--- src/rtl/core/ring_queue_batch_pop_assert.svh ---
// Assertion macros for the ring queue block.
// Each macro samples on clk and is disabled while rst_n is low.
`ifndef RING_QUEUE_BATCH_POP_ASSERT_SVH
`define RING_QUEUE_BATCH_POP_ASSERT_SVH

// Consequent must hold in the same cycle as the antecedent
`define RQBP_ASSERT_NOW(label, ante, cons) \
    label: assert property (@(posedge clk) disable iff (!rst_n) (ante) |-> (cons)) \
        else $error("ring queue check failed");

// Consequent must hold in the cycle after the antecedent
`define RQBP_ASSERT_NEXT(label, ante, cons) \
    label: assert property (@(posedge clk) disable iff (!rst_n) (ante) |=> (cons)) \
        else $error("ring queue check failed");

`endif

--- src/rtl/core/rqbp_pkg.sv ---
package rqbp_pkg;

    // Ring geometry
    localparam int RING_SIZE = 64;
    localparam int WORD_BITS = 32;
    localparam int PTR_W     = (RING_SIZE > 1) ? $clog2(RING_SIZE) : 1;

    // Field widths fixed by the interface
    localparam int CNT_W    = 7;
    localparam int STATUS_W = 2;
    localparam int CMP_W    = (PTR_W > CNT_W) ? PTR_W : CNT_W;
    localparam int SUM_W    = CMP_W + 1;

    // Most words one pop may return
    localparam int RESULT_CAP = 64;
    localparam int MAX_GRANT  = (RING_SIZE < RESULT_CAP) ? RING_SIZE : RESULT_CAP;

    // Command codes
    localparam logic CMD_PUSH = 1'b0;
    localparam logic CMD_POP  = 1'b1;

    // Result status codes
    localparam logic [STATUS_W-1:0] ST_POPPED   = 2'd0;
    localparam logic [STATUS_W-1:0] ST_PUSH_OK  = 2'd1;
    localparam logic [STATUS_W-1:0] ST_OVERFLOW = 2'd2;
    localparam logic [STATUS_W-1:0] ST_NONE     = 2'd3;

    // Result descriptor leaving the controller; word data from the ring memory joins it in the same cycle
    typedef struct packed {
        logic [STATUS_W-1:0] status;
        logic [CNT_W-1:0]    granted;
        logic                last;
        logic                from_ram;
    } res_t;

    // Complete output beat
    typedef struct packed {
        logic [STATUS_W-1:0]  status;
        logic [WORD_BITS-1:0] value;
        logic [CNT_W-1:0]     granted;
        logic                 last;
    } beat_t;

    // Advance a ring position with wraparound; by never exceeds RING_SIZE
    function automatic logic [PTR_W-1:0] adv_pos(input logic [PTR_W-1:0] pos,
                                                 input logic [CNT_W-1:0] by);
        logic [SUM_W-1:0] sum;
        sum = SUM_W'(pos) + SUM_W'(by);
        if (sum >= SUM_W'(RING_SIZE))
        begin
            sum = sum - SUM_W'(RING_SIZE);
        end
        return sum[PTR_W-1:0];
    endfunction

endpackage

--- src/rtl/core/rqbp_ram.sv ---
module rqbp_ram #(
    parameter int WIDTH = 32,
    parameter int DEPTH = 64
) (
    input  logic                             clk,
    input  logic                             wr_en,
    input  logic [$clog2(DEPTH > 1 ? DEPTH : 2)-1:0] wr_addr,
    input  logic [WIDTH-1:0]                 wr_data,
    input  logic                             rd_en,
    input  logic [$clog2(DEPTH > 1 ? DEPTH : 2)-1:0] rd_addr,
    output logic [WIDTH-1:0]                 rd_data
);

    logic [WIDTH-1:0] mem [DEPTH];
    logic [WIDTH-1:0] rd_data_reg;

    // One write port, one registered read port
    always_ff @(posedge clk)
    begin
        if (wr_en)
        begin
            mem[wr_addr] <= wr_data;
        end
        if (rd_en)
        begin
            rd_data_reg <= mem[rd_addr];
        end
    end

    assign rd_data = rd_data_reg;

endmodule

--- src/rtl/core/rqbp_ctrl.sv ---
module rqbp_ctrl (
    input  logic                           clk,
    input  logic                           rst_n,
    input  logic                           in_valid,
    output logic                           in_stall,
    input  logic                           command,
    input  logic [rqbp_pkg::WORD_BITS-1:0] push_value,
    input  logic [rqbp_pkg::CNT_W-1:0]     min_count,
    input  logic [rqbp_pkg::CNT_W-1:0]     max_count,
    input  logic                           room,
    output logic                           busy,
    output logic                           ram_wr_en,
    output logic [rqbp_pkg::PTR_W-1:0]     ram_wr_addr,
    output logic [rqbp_pkg::WORD_BITS-1:0] ram_wr_data,
    output logic                           ram_rd_en,
    output logic [rqbp_pkg::PTR_W-1:0]     ram_rd_addr,
    output logic                           res_valid,
    output rqbp_pkg::res_t                 res
);
    import rqbp_pkg::*;

    logic [PTR_W-1:0] wr_pos_reg, wr_pos_next;
    logic [PTR_W-1:0] rd_pos_reg, rd_pos_next;
    logic             busy_reg, busy_next;
    logic [PTR_W-1:0] idx_reg, idx_next;
    logic [CNT_W-1:0] remain_reg, remain_next;
    logic [CNT_W-1:0] granted_reg, granted_next;
    logic             res_valid_reg, res_valid_next;
    res_t             res_reg, res_next;

    logic             accept;
    logic [PTR_W-1:0] wr_adv;
    logic             full;
    logic [SUM_W-1:0] avail_sum;
    logic [PTR_W-1:0] avail;
    logic [CNT_W-1:0] max_clamp;
    logic [CMP_W-1:0] avail_ext;
    logic [CMP_W-1:0] max_ext;
    logic [CMP_W-1:0] grant_ext;
    logic [CNT_W-1:0] grant;
    logic             pop_none;

    assign in_stall = busy_reg | ~room;
    assign accept   = in_valid & ~in_stall;
    assign busy     = busy_reg;

    // Occupancy and grant size of a pop
    assign wr_adv    = adv_pos(wr_pos_reg, CNT_W'(1));
    assign full      = (wr_adv == rd_pos_reg);
    assign avail_sum = SUM_W'(wr_pos_reg) - SUM_W'(rd_pos_reg)
                     + ((rd_pos_reg <= wr_pos_reg) ? '0 : SUM_W'(RING_SIZE));
    assign avail     = avail_sum[PTR_W-1:0];
    assign max_clamp = (max_count > CNT_W'(MAX_GRANT)) ? CNT_W'(MAX_GRANT) : max_count;
    assign avail_ext = CMP_W'(avail);
    assign max_ext   = CMP_W'(max_clamp);
    assign grant_ext = (avail_ext > max_ext) ? max_ext : avail_ext;
    assign grant     = grant_ext[CNT_W-1:0];
    assign pop_none  = (avail_ext < CMP_W'(min_count)) | (grant == '0);

    // Memory write on an accepted push into a ring with space
    assign ram_wr_en   = accept & (command == CMD_PUSH) & ~full;
    assign ram_wr_addr = wr_pos_reg;
    assign ram_wr_data = push_value;

    // Sequencer: push/none answer at once, pop reads one word per cycle while the output queue has room
    always_comb
    begin
        wr_pos_next    = wr_pos_reg;
        rd_pos_next    = rd_pos_reg;
        busy_next      = busy_reg;
        idx_next       = idx_reg;
        remain_next    = remain_reg;
        granted_next   = granted_reg;
        res_valid_next = 1'b0;
        res_next       = res_reg;
        ram_rd_en      = 1'b0;
        ram_rd_addr    = busy_reg ? idx_reg : rd_pos_reg;

        if (busy_reg)
        begin
            if (room)
            begin
                ram_rd_en      = 1'b1;
                res_valid_next = 1'b1;
                res_next       = '{status: ST_POPPED, granted: granted_reg,
                                   last: (remain_reg == CNT_W'(1)), from_ram: 1'b1};
                idx_next       = adv_pos(idx_reg, CNT_W'(1));
                remain_next    = remain_reg - CNT_W'(1);
                if (remain_reg == CNT_W'(1))
                begin
                    busy_next = 1'b0;
                end
            end
        end
        else if (accept)
        begin
            res_valid_next = 1'b1;
            if (command == CMD_PUSH)
            begin
                res_next = '{status: full ? ST_OVERFLOW : ST_PUSH_OK, granted: '0,
                             last: 1'b1, from_ram: 1'b0};
                if (!full)
                begin
                    wr_pos_next = wr_adv;
                end
            end
            else if (pop_none)
            begin
                res_next = '{status: ST_NONE, granted: '0, last: 1'b1, from_ram: 1'b0};
            end
            else
            begin
                // first word is read in the accept cycle
                ram_rd_en    = 1'b1;
                res_next     = '{status: ST_POPPED, granted: grant,
                                 last: (grant == CNT_W'(1)), from_ram: 1'b1};
                rd_pos_next  = adv_pos(rd_pos_reg, grant);
                idx_next     = adv_pos(rd_pos_reg, CNT_W'(1));
                remain_next  = grant - CNT_W'(1);
                granted_next = grant;
                busy_next    = (grant != CNT_W'(1));
            end
        end
    end

    // Control state
    always_ff @(posedge clk or negedge rst_n)
    begin
        if (!rst_n)
        begin
            wr_pos_reg    <= '0;
            rd_pos_reg    <= '0;
            busy_reg      <= 1'b0;
            remain_reg    <= '0;
            res_valid_reg <= 1'b0;
        end
        else
        begin
            wr_pos_reg    <= wr_pos_next;
            rd_pos_reg    <= rd_pos_next;
            busy_reg      <= busy_next;
            remain_reg    <= remain_next;
            res_valid_reg <= res_valid_next;
        end
    end

    // Payload state
    always_ff @(posedge clk)
    begin
        idx_reg     <= idx_next;
        granted_reg <= granted_next;
        res_reg     <= res_next;
    end

    assign res_valid = res_valid_reg;
    assign res       = res_reg;

endmodule

--- src/rtl/core/rqbp_outq.sv ---
module rqbp_outq (
    input  logic            clk,
    input  logic            rst_n,
    input  logic            enq_valid,
    input  rqbp_pkg::beat_t enq_beat,
    output logic            out_valid,
    input  logic            out_stall,
    output rqbp_pkg::beat_t out_beat,
    output logic [1:0]      count,
    output logic            deq
);
    import rqbp_pkg::*;

    beat_t      q_mem_reg [2];
    logic       head_reg, head_next;
    logic       tail_reg, tail_next;
    logic [1:0] cnt_reg, cnt_next;

    assign out_valid = (cnt_reg != 2'd0);
    assign deq       = out_valid & ~out_stall;
    assign out_beat  = q_mem_reg[head_reg];
    assign count     = cnt_reg;

    // Pointer and count update
    always_comb
    begin
        head_next = head_reg ^ deq;
        tail_next = tail_reg ^ enq_valid;
        cnt_next  = cnt_reg + {1'b0, enq_valid} - {1'b0, deq};
    end

    always_ff @(posedge clk or negedge rst_n)
    begin
        if (!rst_n)
        begin
            head_reg <= 1'b0;
            tail_reg <= 1'b0;
            cnt_reg  <= 2'd0;
        end
        else
        begin
            head_reg <= head_next;
            tail_reg <= tail_next;
            cnt_reg  <= cnt_next;
        end
    end

    // Beat storage
    always_ff @(posedge clk)
    begin
        if (enq_valid)
        begin
            q_mem_reg[tail_reg] <= enq_beat;
        end
    end

endmodule

--- src/rtl/core/ring_queue_batch_pop.sv ---
// Ring queue with batch pop: a circular buffer of RING_SIZE words that holds at most
// RING_SIZE-1 of them. A push (command 0) is taken at once and answers with one beat,
// status push accepted or overflow (word dropped when full). A pop (command 1) answers
// "pop none" in one beat if fewer than min_count words are stored or nothing would be
// granted; otherwise it returns min(stored, max_count, 64) words oldest first, each beat
// carrying the total in granted_count and the final one marked by last. The words come
// from the single read port of the ring memory, one per cycle while the output queue has
// room, so in_stall stays high after a pop is taken until its last word is read; pushes
// and empty answers sustain one item per cycle while the output queue has room. A result
// reaches out_valid through the memory read register (descriptor beside it) and the
// output queue; a two-beat output queue lets the next item enter while a beat waits
// under out_stall. The ring memory needs no clearing after reset.
module ring_queue_batch_pop (
    input  logic                           clk,
    input  logic                           rst_n,
    input  logic                           in_valid,
    output logic                           in_stall,
    input  logic                           command,
    input  logic [rqbp_pkg::WORD_BITS-1:0] push_value,
    input  logic [rqbp_pkg::CNT_W-1:0]     min_count,
    input  logic [rqbp_pkg::CNT_W-1:0]     max_count,
    output logic                           out_valid,
    input  logic                           out_stall,
    output logic [rqbp_pkg::STATUS_W-1:0]  status,
    output logic [rqbp_pkg::WORD_BITS-1:0] pop_value,
    output logic [rqbp_pkg::CNT_W-1:0]     granted_count,
    output logic                           last
);
    import rqbp_pkg::*;

    `include "ring_queue_batch_pop_assert.svh"

    logic                 room;
    logic                 busy;
    logic                 ram_wr_en;
    logic [PTR_W-1:0]     ram_wr_addr;
    logic [WORD_BITS-1:0] ram_wr_data;
    logic                 ram_rd_en;
    logic [PTR_W-1:0]     ram_rd_addr;
    logic [WORD_BITS-1:0] ram_rd_data;
    logic                 res_valid;
    res_t                 res;
    beat_t                enq_beat;
    beat_t                out_beat;
    logic [1:0]           q_cnt;
    logic                 deq;
    logic [2:0]           fill_after;

    rqbp_ctrl u_ctrl (
        .clk         (clk),
        .rst_n       (rst_n),
        .in_valid    (in_valid),
        .in_stall    (in_stall),
        .command     (command),
        .push_value  (push_value),
        .min_count   (min_count),
        .max_count   (max_count),
        .room        (room),
        .busy        (busy),
        .ram_wr_en   (ram_wr_en),
        .ram_wr_addr (ram_wr_addr),
        .ram_wr_data (ram_wr_data),
        .ram_rd_en   (ram_rd_en),
        .ram_rd_addr (ram_rd_addr),
        .res_valid   (res_valid),
        .res         (res)
    );

    rqbp_ram #(
        .WIDTH (WORD_BITS),
        .DEPTH (RING_SIZE)
    ) u_ring (
        .clk     (clk),
        .wr_en   (ram_wr_en),
        .wr_addr (ram_wr_addr),
        .wr_data (ram_wr_data),
        .rd_en   (ram_rd_en),
        .rd_addr (ram_rd_addr),
        .rd_data (ram_rd_data)
    );

    // Join the read word with its descriptor
    always_comb
    begin
        enq_beat.status  = res.status;
        enq_beat.value   = res.from_ram ? ram_rd_data : '0;
        enq_beat.granted = res.granted;
        enq_beat.last    = res.last;
    end

    rqbp_outq u_outq (
        .clk       (clk),
        .rst_n     (rst_n),
        .enq_valid (res_valid),
        .enq_beat  (enq_beat),
        .out_valid (out_valid),
        .out_stall (out_stall),
        .out_beat  (out_beat),
        .count     (q_cnt),
        .deq       (deq)
    );

    // Credit: a beat issued now must find a free queue slot next cycle
    assign fill_after = {1'b0, q_cnt} - {2'b0, deq} + {2'b0, res_valid};
    assign room       = (fill_after < 3'd2);

    assign status        = out_beat.status;
    assign pop_value     = out_beat.value;
    assign granted_count = out_beat.granted;
    assign last          = out_beat.last;

    // Checks
    `RQBP_ASSERT_NOW(a_no_queue_overrun, res_valid, !((q_cnt == 2'd2) && !deq))
    `RQBP_ASSERT_NEXT(a_result_reaches_queue, res_valid, out_valid)
    `RQBP_ASSERT_NOW(a_busy_holds_input, busy, in_stall)
    `RQBP_ASSERT_NOW(a_single_beat_fields, out_valid && (status != ST_POPPED), last && (granted_count == '0) && (pop_value == '0))

endmodule

--- config.mk ---
export PLATFORM = sky130hd
export DESIGN_NAME = ring_queue_batch_pop
export DESIGN_NICKNAME = d
export VERILOG_FILES = /design/src/rtl/core/rqbp_pkg.sv /design/src/rtl/core/rqbp_ram.sv /design/src/rtl/core/rqbp_ctrl.sv /design/src/rtl/core/rqbp_outq.sv /design/src/rtl/core/ring_queue_batch_pop.sv
export VERILOG_INCLUDE_DIRS = /design/src /design/src/rtl/core
export SDC_FILE = /design/constraint.sdc
export NUM_CORES = 2
export LEC_CHECK = 0
export BUFFER_PORTS_ARGS = -buffer_cell sky130_fd_sc_hd__buf_2
export CORE_ASPECT_RATIO = 0.7
export CORE_MARGIN = 5
export CORE_UTILIZATION = 50
export DETAILED_ROUTE_END_ITERATION = 10
export PLACE_DENSITY = 0.65
export SKIP_LAST_GASP = 1
export SLEW_MARGIN = 25
export SYNTH_ARGS = -nofsm -noshare
export SYNTH_HDL_FRONTEND = slang
export SYNTH_SLANG_ARGS = --single-unit
--- constraint.sdc ---
create_clock -name clk -period 6 [get_ports clk]
set_input_delay 0.3 -clock clk [delete_from_list [all_inputs] [get_ports clk]]
set_output_delay 0.3 -clock clk [all_outputs]
set_load 0.005 [all_outputs]
[Word-level counts from Yosys, hierarchy flattened]
Memories as Yosys holds them, arrays and structs flattened. A register that Yosys moved wholly into a read port is not among the register bits.
Index checks and enable logic that the tools add are counted.
Cells by class
  magnitude comparators: 8
  add/sub/neg operators: 16
  reductions and logical operators: 8
  bitwise gates (word level): 15
  eq/ne operators: 6
  mux-type cells: 41
Operator list (number)
  2-to-1 mux 6 bit: 10
  2-to-1 mux 11 bit: 5
  2-to-1 mux 7 bit: 7
  2-to-1 mux 32 bit: 1
  subtractor 6 x 1 -> 6 bit (second input constant): 4
  adder 6 x 1 -> 7 bit (second input constant): 3
  >= comparator 7 bit (second input constant): 3
  2-to-1 mux 1 bit: 17
  equality test 7 x 1 -> 1 bit (second input constant): 2
  subtractor 7 x 1 -> 7 bit (second input constant): 2
  AND reduction 4 bit: 3
  adder 6 x 7 -> 8 bit: 1
  >= comparator 8 x 7 -> 1 bit (second input constant): 1
  greater-than comparator 6 x 7 -> 1 bit: 1
  greater-than comparator 7 bit (second input constant): 1
  zero test 7 bit: 1
  < comparator 6 x 7 -> 1 bit: 1
  != test 7 x 1 -> 1 bit (second input constant): 1
  inverter 1 bit: 7
  adder 6 bit (second input constant): 1
  equality test 6 bit: 1
  nonzero test 2 bit: 3
  subtractor 6 bit: 1
  AND 1 bit: 4
  other kinds (10): 13
Storage, ports and cells
  input bits: 51
  memory bits (writable): 2132
  register bits after elaboration: 49
  output and inout bits: 44
  word-level logic and storage cells: 110
  memories kept: 2
Memory list
  u_ring.mem: words 64, width 32, rd ports 1, clocked after Yosys merged registers in 1, write ports 1, RTL line rqbp_ram.sv:14  | logic [WIDTH-1:0] mem [DEPTH];
  u_outq.q_mem_reg: words 2, width 42, rd ports 1, clocked after Yosys merged registers in 0, write ports 1, RTL line rqbp_outq.sv:14  | beat_t q_mem_reg [2];

[Depth between registers and ports, before layout]
  depth after elaboration: 13
  gate-level depth with buffers: 24
  gate-level depth less buffers: 22

[By module]
From an unflattened synthesis, not the netlist that was laid out.
Second synthesis, totals
  cells, all modules: 3877
  area, all modules: 86078.8 sq um
Modules (own cells, without submodules)
  rqbp_ram: times used 1, cells an instance 3324, sequential area each 62459.9 sq um, area an instance 78835.6 sq um
  rqbp_ctrl: times used 1, cells an instance 361, sequential area each 1246.2 sq um, area an instance 3483.3 sq um
  rqbp_outq: times used 1, cells an instance 149, sequential area each 2622.5 sq um, area an instance 3442.1 sq um
  ring_queue_batch_pop: times used 1, cells an instance 43, sequential area each 0.0 sq um, area an instance 317.8 sq um

[Worst setup path before layout]
Ideal clock, no wire load.
  path kind: reg2reg
  from: register u_outq.cnt_reg[1] (netlist: u_outq.count[1])
  to: memory u_ring.mem[56][0] (enable)
  setup time: 0.461 ns
  buffers on the path: 0
  stages on the path, launching flop included: 15
  required time: 5.539 ns
  arrival: 5.005 ns
  setup slack: 0.534 ns
  period minus slack after synthesis: 5.466 ns
  path through: dfrtp_1 or2_2 nor2b_1 ha_1 inv_1 ha_1 inv_1 fa_1 xnor2_1 nand2_1 nor2_1 nand2_1 nor4_2 nand2_1 nor3_1
On the way
  word-level cells in the longest chain between the ends: 13
RTL lines
  from (decl): RTL line rqbp_outq.sv:17  | logic [1:0] cnt_reg, cnt_next;
  from (signal assigned): RTL line rqbp_outq.sv:44  | cnt_reg <= cnt_next;
  nonzero test 2 bit: RTL line rqbp_outq.sv:19  | assign out_valid = (cnt_reg != 2'd0);
  via out_valid: RTL line ring_queue_batch_pop.sv:22  | output logic out_valid,
  AND 1 bit: RTL line rqbp_outq.sv:20  | assign deq = out_valid & ~out_stall;
  subtractor 2 x 1 -> 3 bit: RTL line ring_queue_batch_pop.sv:104  | assign fill_after = {1'b0, q_cnt} - {2'b0, deq} + {2'b0, res_valid};
  adder 3 x 1 -> 3 bit: RTL line ring_queue_batch_pop.sv:104
  < comparator 3 x 2 -> 1 bit: RTL line ring_queue_batch_pop.sv:105  | assign room = (fill_after < 3'd2);
  inverter 1 bit: RTL line rqbp_ctrl.sv:43  | assign in_stall = busy_reg | ~room;
  bitwise OR 1 bit: RTL line rqbp_ctrl.sv:43
  inverter 1 bit: RTL line rqbp_ctrl.sv:44  | assign accept = in_valid & ~in_stall;
  AND 1 bit: RTL line rqbp_ctrl.sv:44
  AND 1 bit (2 in a row): RTL line rqbp_ctrl.sv:61  | assign ram_wr_en = accept & (command == CMD_PUSH) & ~full;
  2-to-1 mux 1 bit: RTL line rqbp_ram.sv:20  | if (wr_en)
  2-to-1 mux 1 bit (not written as such): RTL line rqbp_ram.sv:22  | mem[wr_addr] <= wr_data;
  to (decl): RTL line rqbp_ram.sv:14
The timed path passes the listed nets, and every way through them passes these cells.

[Final worst setup path]
  from: register u_ctrl.wr_pos_reg[0] (netlist: u_ctrl.ram_wr_addr[0])
  to: register u_ring.rd_data_reg[9] (netlist: u_ring.rd_data[9]), read port of u_ring.mem (enable)
On the way
  word-level cells in the longest chain between the ends: 10
  elaborated cells between the ends (all ways): 11
  classes of those cells: add/sub (2); order compare (2); mux (5); bitwise (1); reduce/logical (1)
RTL lines
  from (decl): RTL line rqbp_ctrl.sv:22  | logic [PTR_W-1:0] wr_pos_reg, wr_pos_next;
  from (signal assigned): RTL line rqbp_ctrl.sv:139  | wr_pos_reg <= wr_pos_next;
  subtractor 6 bit (*): RTL line rqbp_ctrl.sv:50  | assign avail_sum = SUM_W'(wr_pos_reg) - SUM_W'(rd_pos_reg)
  adder 6 bit (*): RTL line rqbp_ctrl.sv:51  | + ((rd_pos_reg <= wr_pos_reg) ? '0 : SUM_W'(RING_SIZE));
  greater-than comparator 6 x 7 -> 1 bit: RTL line rqbp_ctrl.sv:56  | assign grant_ext = (avail_ext > max_ext) ? max_ext : avail_ext;
  2-to-1 mux 7 bit (*): RTL line rqbp_ctrl.sv:56
  via u_ctrl.grant[0]: RTL line rqbp_ctrl.sv:40  | logic [CNT_W-1:0] grant;
  zero test 7 bit (*): RTL line rqbp_ctrl.sv:58  | assign pop_none = (avail_ext < CMP_W'(min_count)) | (grant == '0);
  bitwise OR 1 bit (*): RTL line rqbp_ctrl.sv:58
  2-to-1 mux 1 bit (*): RTL line rqbp_ctrl.sv:107  | else if (pop_none)
  2-to-1 mux 1 bit (*): RTL line rqbp_ctrl.sv:98  | if (command == CMD_PUSH)
  2-to-1 mux 1 bit (*): RTL line rqbp_ctrl.sv:95  | else if (accept)
  2-to-1 mux 1 bit (*): RTL line rqbp_ctrl.sv:79  | if (busy_reg)
  via ram_rd_en: RTL line ring_queue_batch_pop.sv:38  | logic ram_rd_en;
  to (decl): RTL line rqbp_ram.sv:15  | logic [WIDTH-1:0] rd_data_reg;
The timed path passes the listed nets; every way through them passes the cells marked *.
A chain may end at the register's enable or synchronous reset.

==> impl_metrics.tcl <==
set metrics [dict create \
    htreeDepth 4 \
    die_area_mm2 0.186 \
    synth_area_mm2 0.0888 \
    dp_hpwl_um 144000 \
    cts_sinks 2213 \
    status "completed" \
    synthFlopType "edfxtp_1" \
    max_freq_mhz 184 \
    clock_latency_ns 0.84 \
    antenna_left 0 \
    fin_total_pwr_mw 53.6 \
    fin_ws_ns 0.578 \
    worst_pin_slew_ns 1.20 \
    avgSynthCellArea_um2 13.3 \
    maxSlewHeadroom_pct 20.3 \
    drc 0 \
    synth-edff-count 2188 \
    largest_register_ffs 2048 \
    cts_tree "yes" \
    async_flop_share_pct 1.13 \
    finalHoldViolations 0 \
    synth_seq_cells 2213 \
    slew_violations 0 \
    syn_inst 6680 \
    antenna_found_initial 8 \
    clockRootBuffer "clkbuf_16" \
    yosys_warnings 0 \
    die_w_um 514 \
    cap_violations 0 \
    die_h_um 363 \
    cts_buffer_depth 3 \
    placed_cells 8876 \
    fin_setup_tns_ns 0 \
    core-area_mm2 0.177 \
    required_ns 6.48 \
    finalCoreUtilization_pct 56.5 \
    final_cell_mix "2188 x edfxtp_1, 2083 x nand2_1, 526 x nand3_1" \
    final_cells 9274 \
    criticalPathCategory "reg2reg" \
    num_rows 129 \
    area_growth_pct 12.3 \
    grt_pass1_vias 52500 \
    peakVddDrop_mv 0.385 \
    pre_cts_ws_ns 0.459 \
    io_buffers 94 \
    p_per_area_mw_per_mm2 537 \
    post-cts-setup-buffer-count 0 \
    fin_area_mm2 0.0997 \
    ys_types 61 \
    rsz0062_at_grt "no" \
    grt_max_degree 117 \
    fin_crit_ns 5.42 \
    clkTransAtPathRegs_ns 0.06 \
    holdWs_ns 0.0716 \
    skew_ns 0.0449 \
    drt-total-wl_um 250000 \
    synth_seq_area_share_pct 74.7 \
    worstPathArrival_ns 5.90 \
    drive_gt1_share_pct 10.7 \
    min_period_over_period_pct 90.4 \
    vias 56500 \
    cts_inserted_buffers 203 \
    initial_core_util_pct 50.3 \
    avgRoutedWirePerCell_um 26.9 \
    synth_nets 6765 \
    cp-start-kind "register" \
    first_iter_violations 8377 \
    final_common_cell "edfxtp_1" \
    grtUsageTotal_pct 26.3 \
    hp-class "in2reg" \
    first_pass_iters 8 \
    end_kind "register" \
    leakage_nw 33.7 \
    final_nets 6826 \
    gp_congestion 0.887 \
    crit_fanout 32 \
    setup_viol 0 \
    grt_pass1_wl_um 362000 \
    detailed_place.area_mm2 0.0928 \
    io_pins 95 \
    drt-vias-per-instance 6.09 \
    overflow 0 \
]
-- worst paths after layout --
path                                        from                 endpoint  slack, ns  cells after the start
max                        u_ctrl.ram_wr_addr[0]        u_ring.rd_data[9]       0.58                     22
min                                 max_count[5]    u_ctrl.granted_reg[5]       0.07                      3
max reg2reg                u_ctrl.ram_wr_addr[0]        u_ring.rd_data[9]       0.58                     22
min reg2reg                       u_ctrl.res[10]  u_outq.q_mem_reg[0][41]       0.46                      0
max in group asynchronous                  rst_n          u_outq.head_reg       4.08                      4
min in group asynchronous                  rst_n    u_ctrl.ram_wr_addr[2]       0.50                      3
-- timing repair --
item	CTS	global route
hold endpoints to repair	57	0
endpoints found under the setup margin	0	9
hold buffers	7	0
gates resized for setup	0	1
-- worst max-delay path, stage by stage (launching register included) --
cell and delay, ns:
dfrtp_1 0.53, inv_1 0.19, ha_1 0.18, inv_1 0.07, fa_1 0.41, a21o_1 0.17
a21oi_1 0.17, xnor2_1 0.17, ha_1 0.34, a211oi_1 0.07, nor3_1 0.48, o21ai_2 0.13
nand2_1 0.08, a21boi_1 0.38, inv_1 0.16, ha_1 0.25, and3_1 0.16, o211ai_1 0.13
o31ai_4 0.13, nand2_1 0.16, o21ai_4 0.14, nand2_2 0.10, buf_4 0.41
-- per-layer routing --
layer	GRT usage, %	vias to the layer above	routed length (um)
li1	-	24900	-
met1	39.8	28100	105000
met2	37.9	3046	109000
met3	6.54	332	29100
met4	7.66	0	7090
met5	0	-	0
-- synth_stat cells (23+ instances only) --
| master | instances | share of area (%) |
|---|---|---|
| buf_2 | 185 | 1.0 |
| and2_1 | 36 | 0.25 |
| a21oi_1 | 150 | 0.85 |
| and3_1 | 262 | 1.8 |
| nor2_1 | 87 | 0.37 |
| clkbuf_1 | 247 | 1.0 |
| nand2_1 | 2084 | 8.8 |
| a211oi_1 | 33 | 0.28 |
| edfxtp_1 | 2188 | 74 |
| mux2_2 | 45 | 0.57 |
| a31oi_1 | 64 | 0.45 |
| a311oi_1 | 448 | 4.4 |
| inv_1 | 33 | 0.14 |
| buf_1 | 23 | 0.097 |
| ha_1 | 31 | 0.44 |
| dfrtp_1 | 25 | 0.70 |
| nand3_1 | 526 | 3.0 |
| nor3_1 | 74 | 0.42 |
-- area by class of cell --
| cell class | instances | area (um2) |
|---|---|---|
| Timing Repair Buffer | 324 | 2890 |
| Multi-Input combinational cell | 3964 | 20800 |
| Fill cell | 13900 | 76900 |
| Inverter | 35 | 146 |
| Tap cell | 2358 | 2950 |
| Antenna cell | 4 | 10.0 |
| Clock inverter | 120 | 1190 |
| Sequential cell | 2213 | 66300 |
| Clock buffer | 256 | 5360 |
-- logic make-up (layout without fill, tap and decap cells) --
group | count (synthesis) | after routing | synth area share (%)
simple gates | 3107 | 3107 | 15.0
flops | 2213 | 2213 | 74.7
compound gates | 742 | 742 | 6.41
buf+inv | 503 | 735 | 2.44
mux | 52 | 52 | 0.664
fa+ha+maj | 34 | 34 | 0.505
xor+xnor | 28 | 28 | 0.276
other cells | 1 | 5 | 0.00422
-- report_power, final --
part / leakage, nW / internal (mW) / switching (mW)
clock network: 3.19 / 7.09 / 5.74
registers: 20.0 / 17.8 / 0.284
logic: 10.5 / 6.43 / 16.3
total: 33.7 / 31.3 / 22.3
No activity file was read; power rests on OpenSTA's default activity.
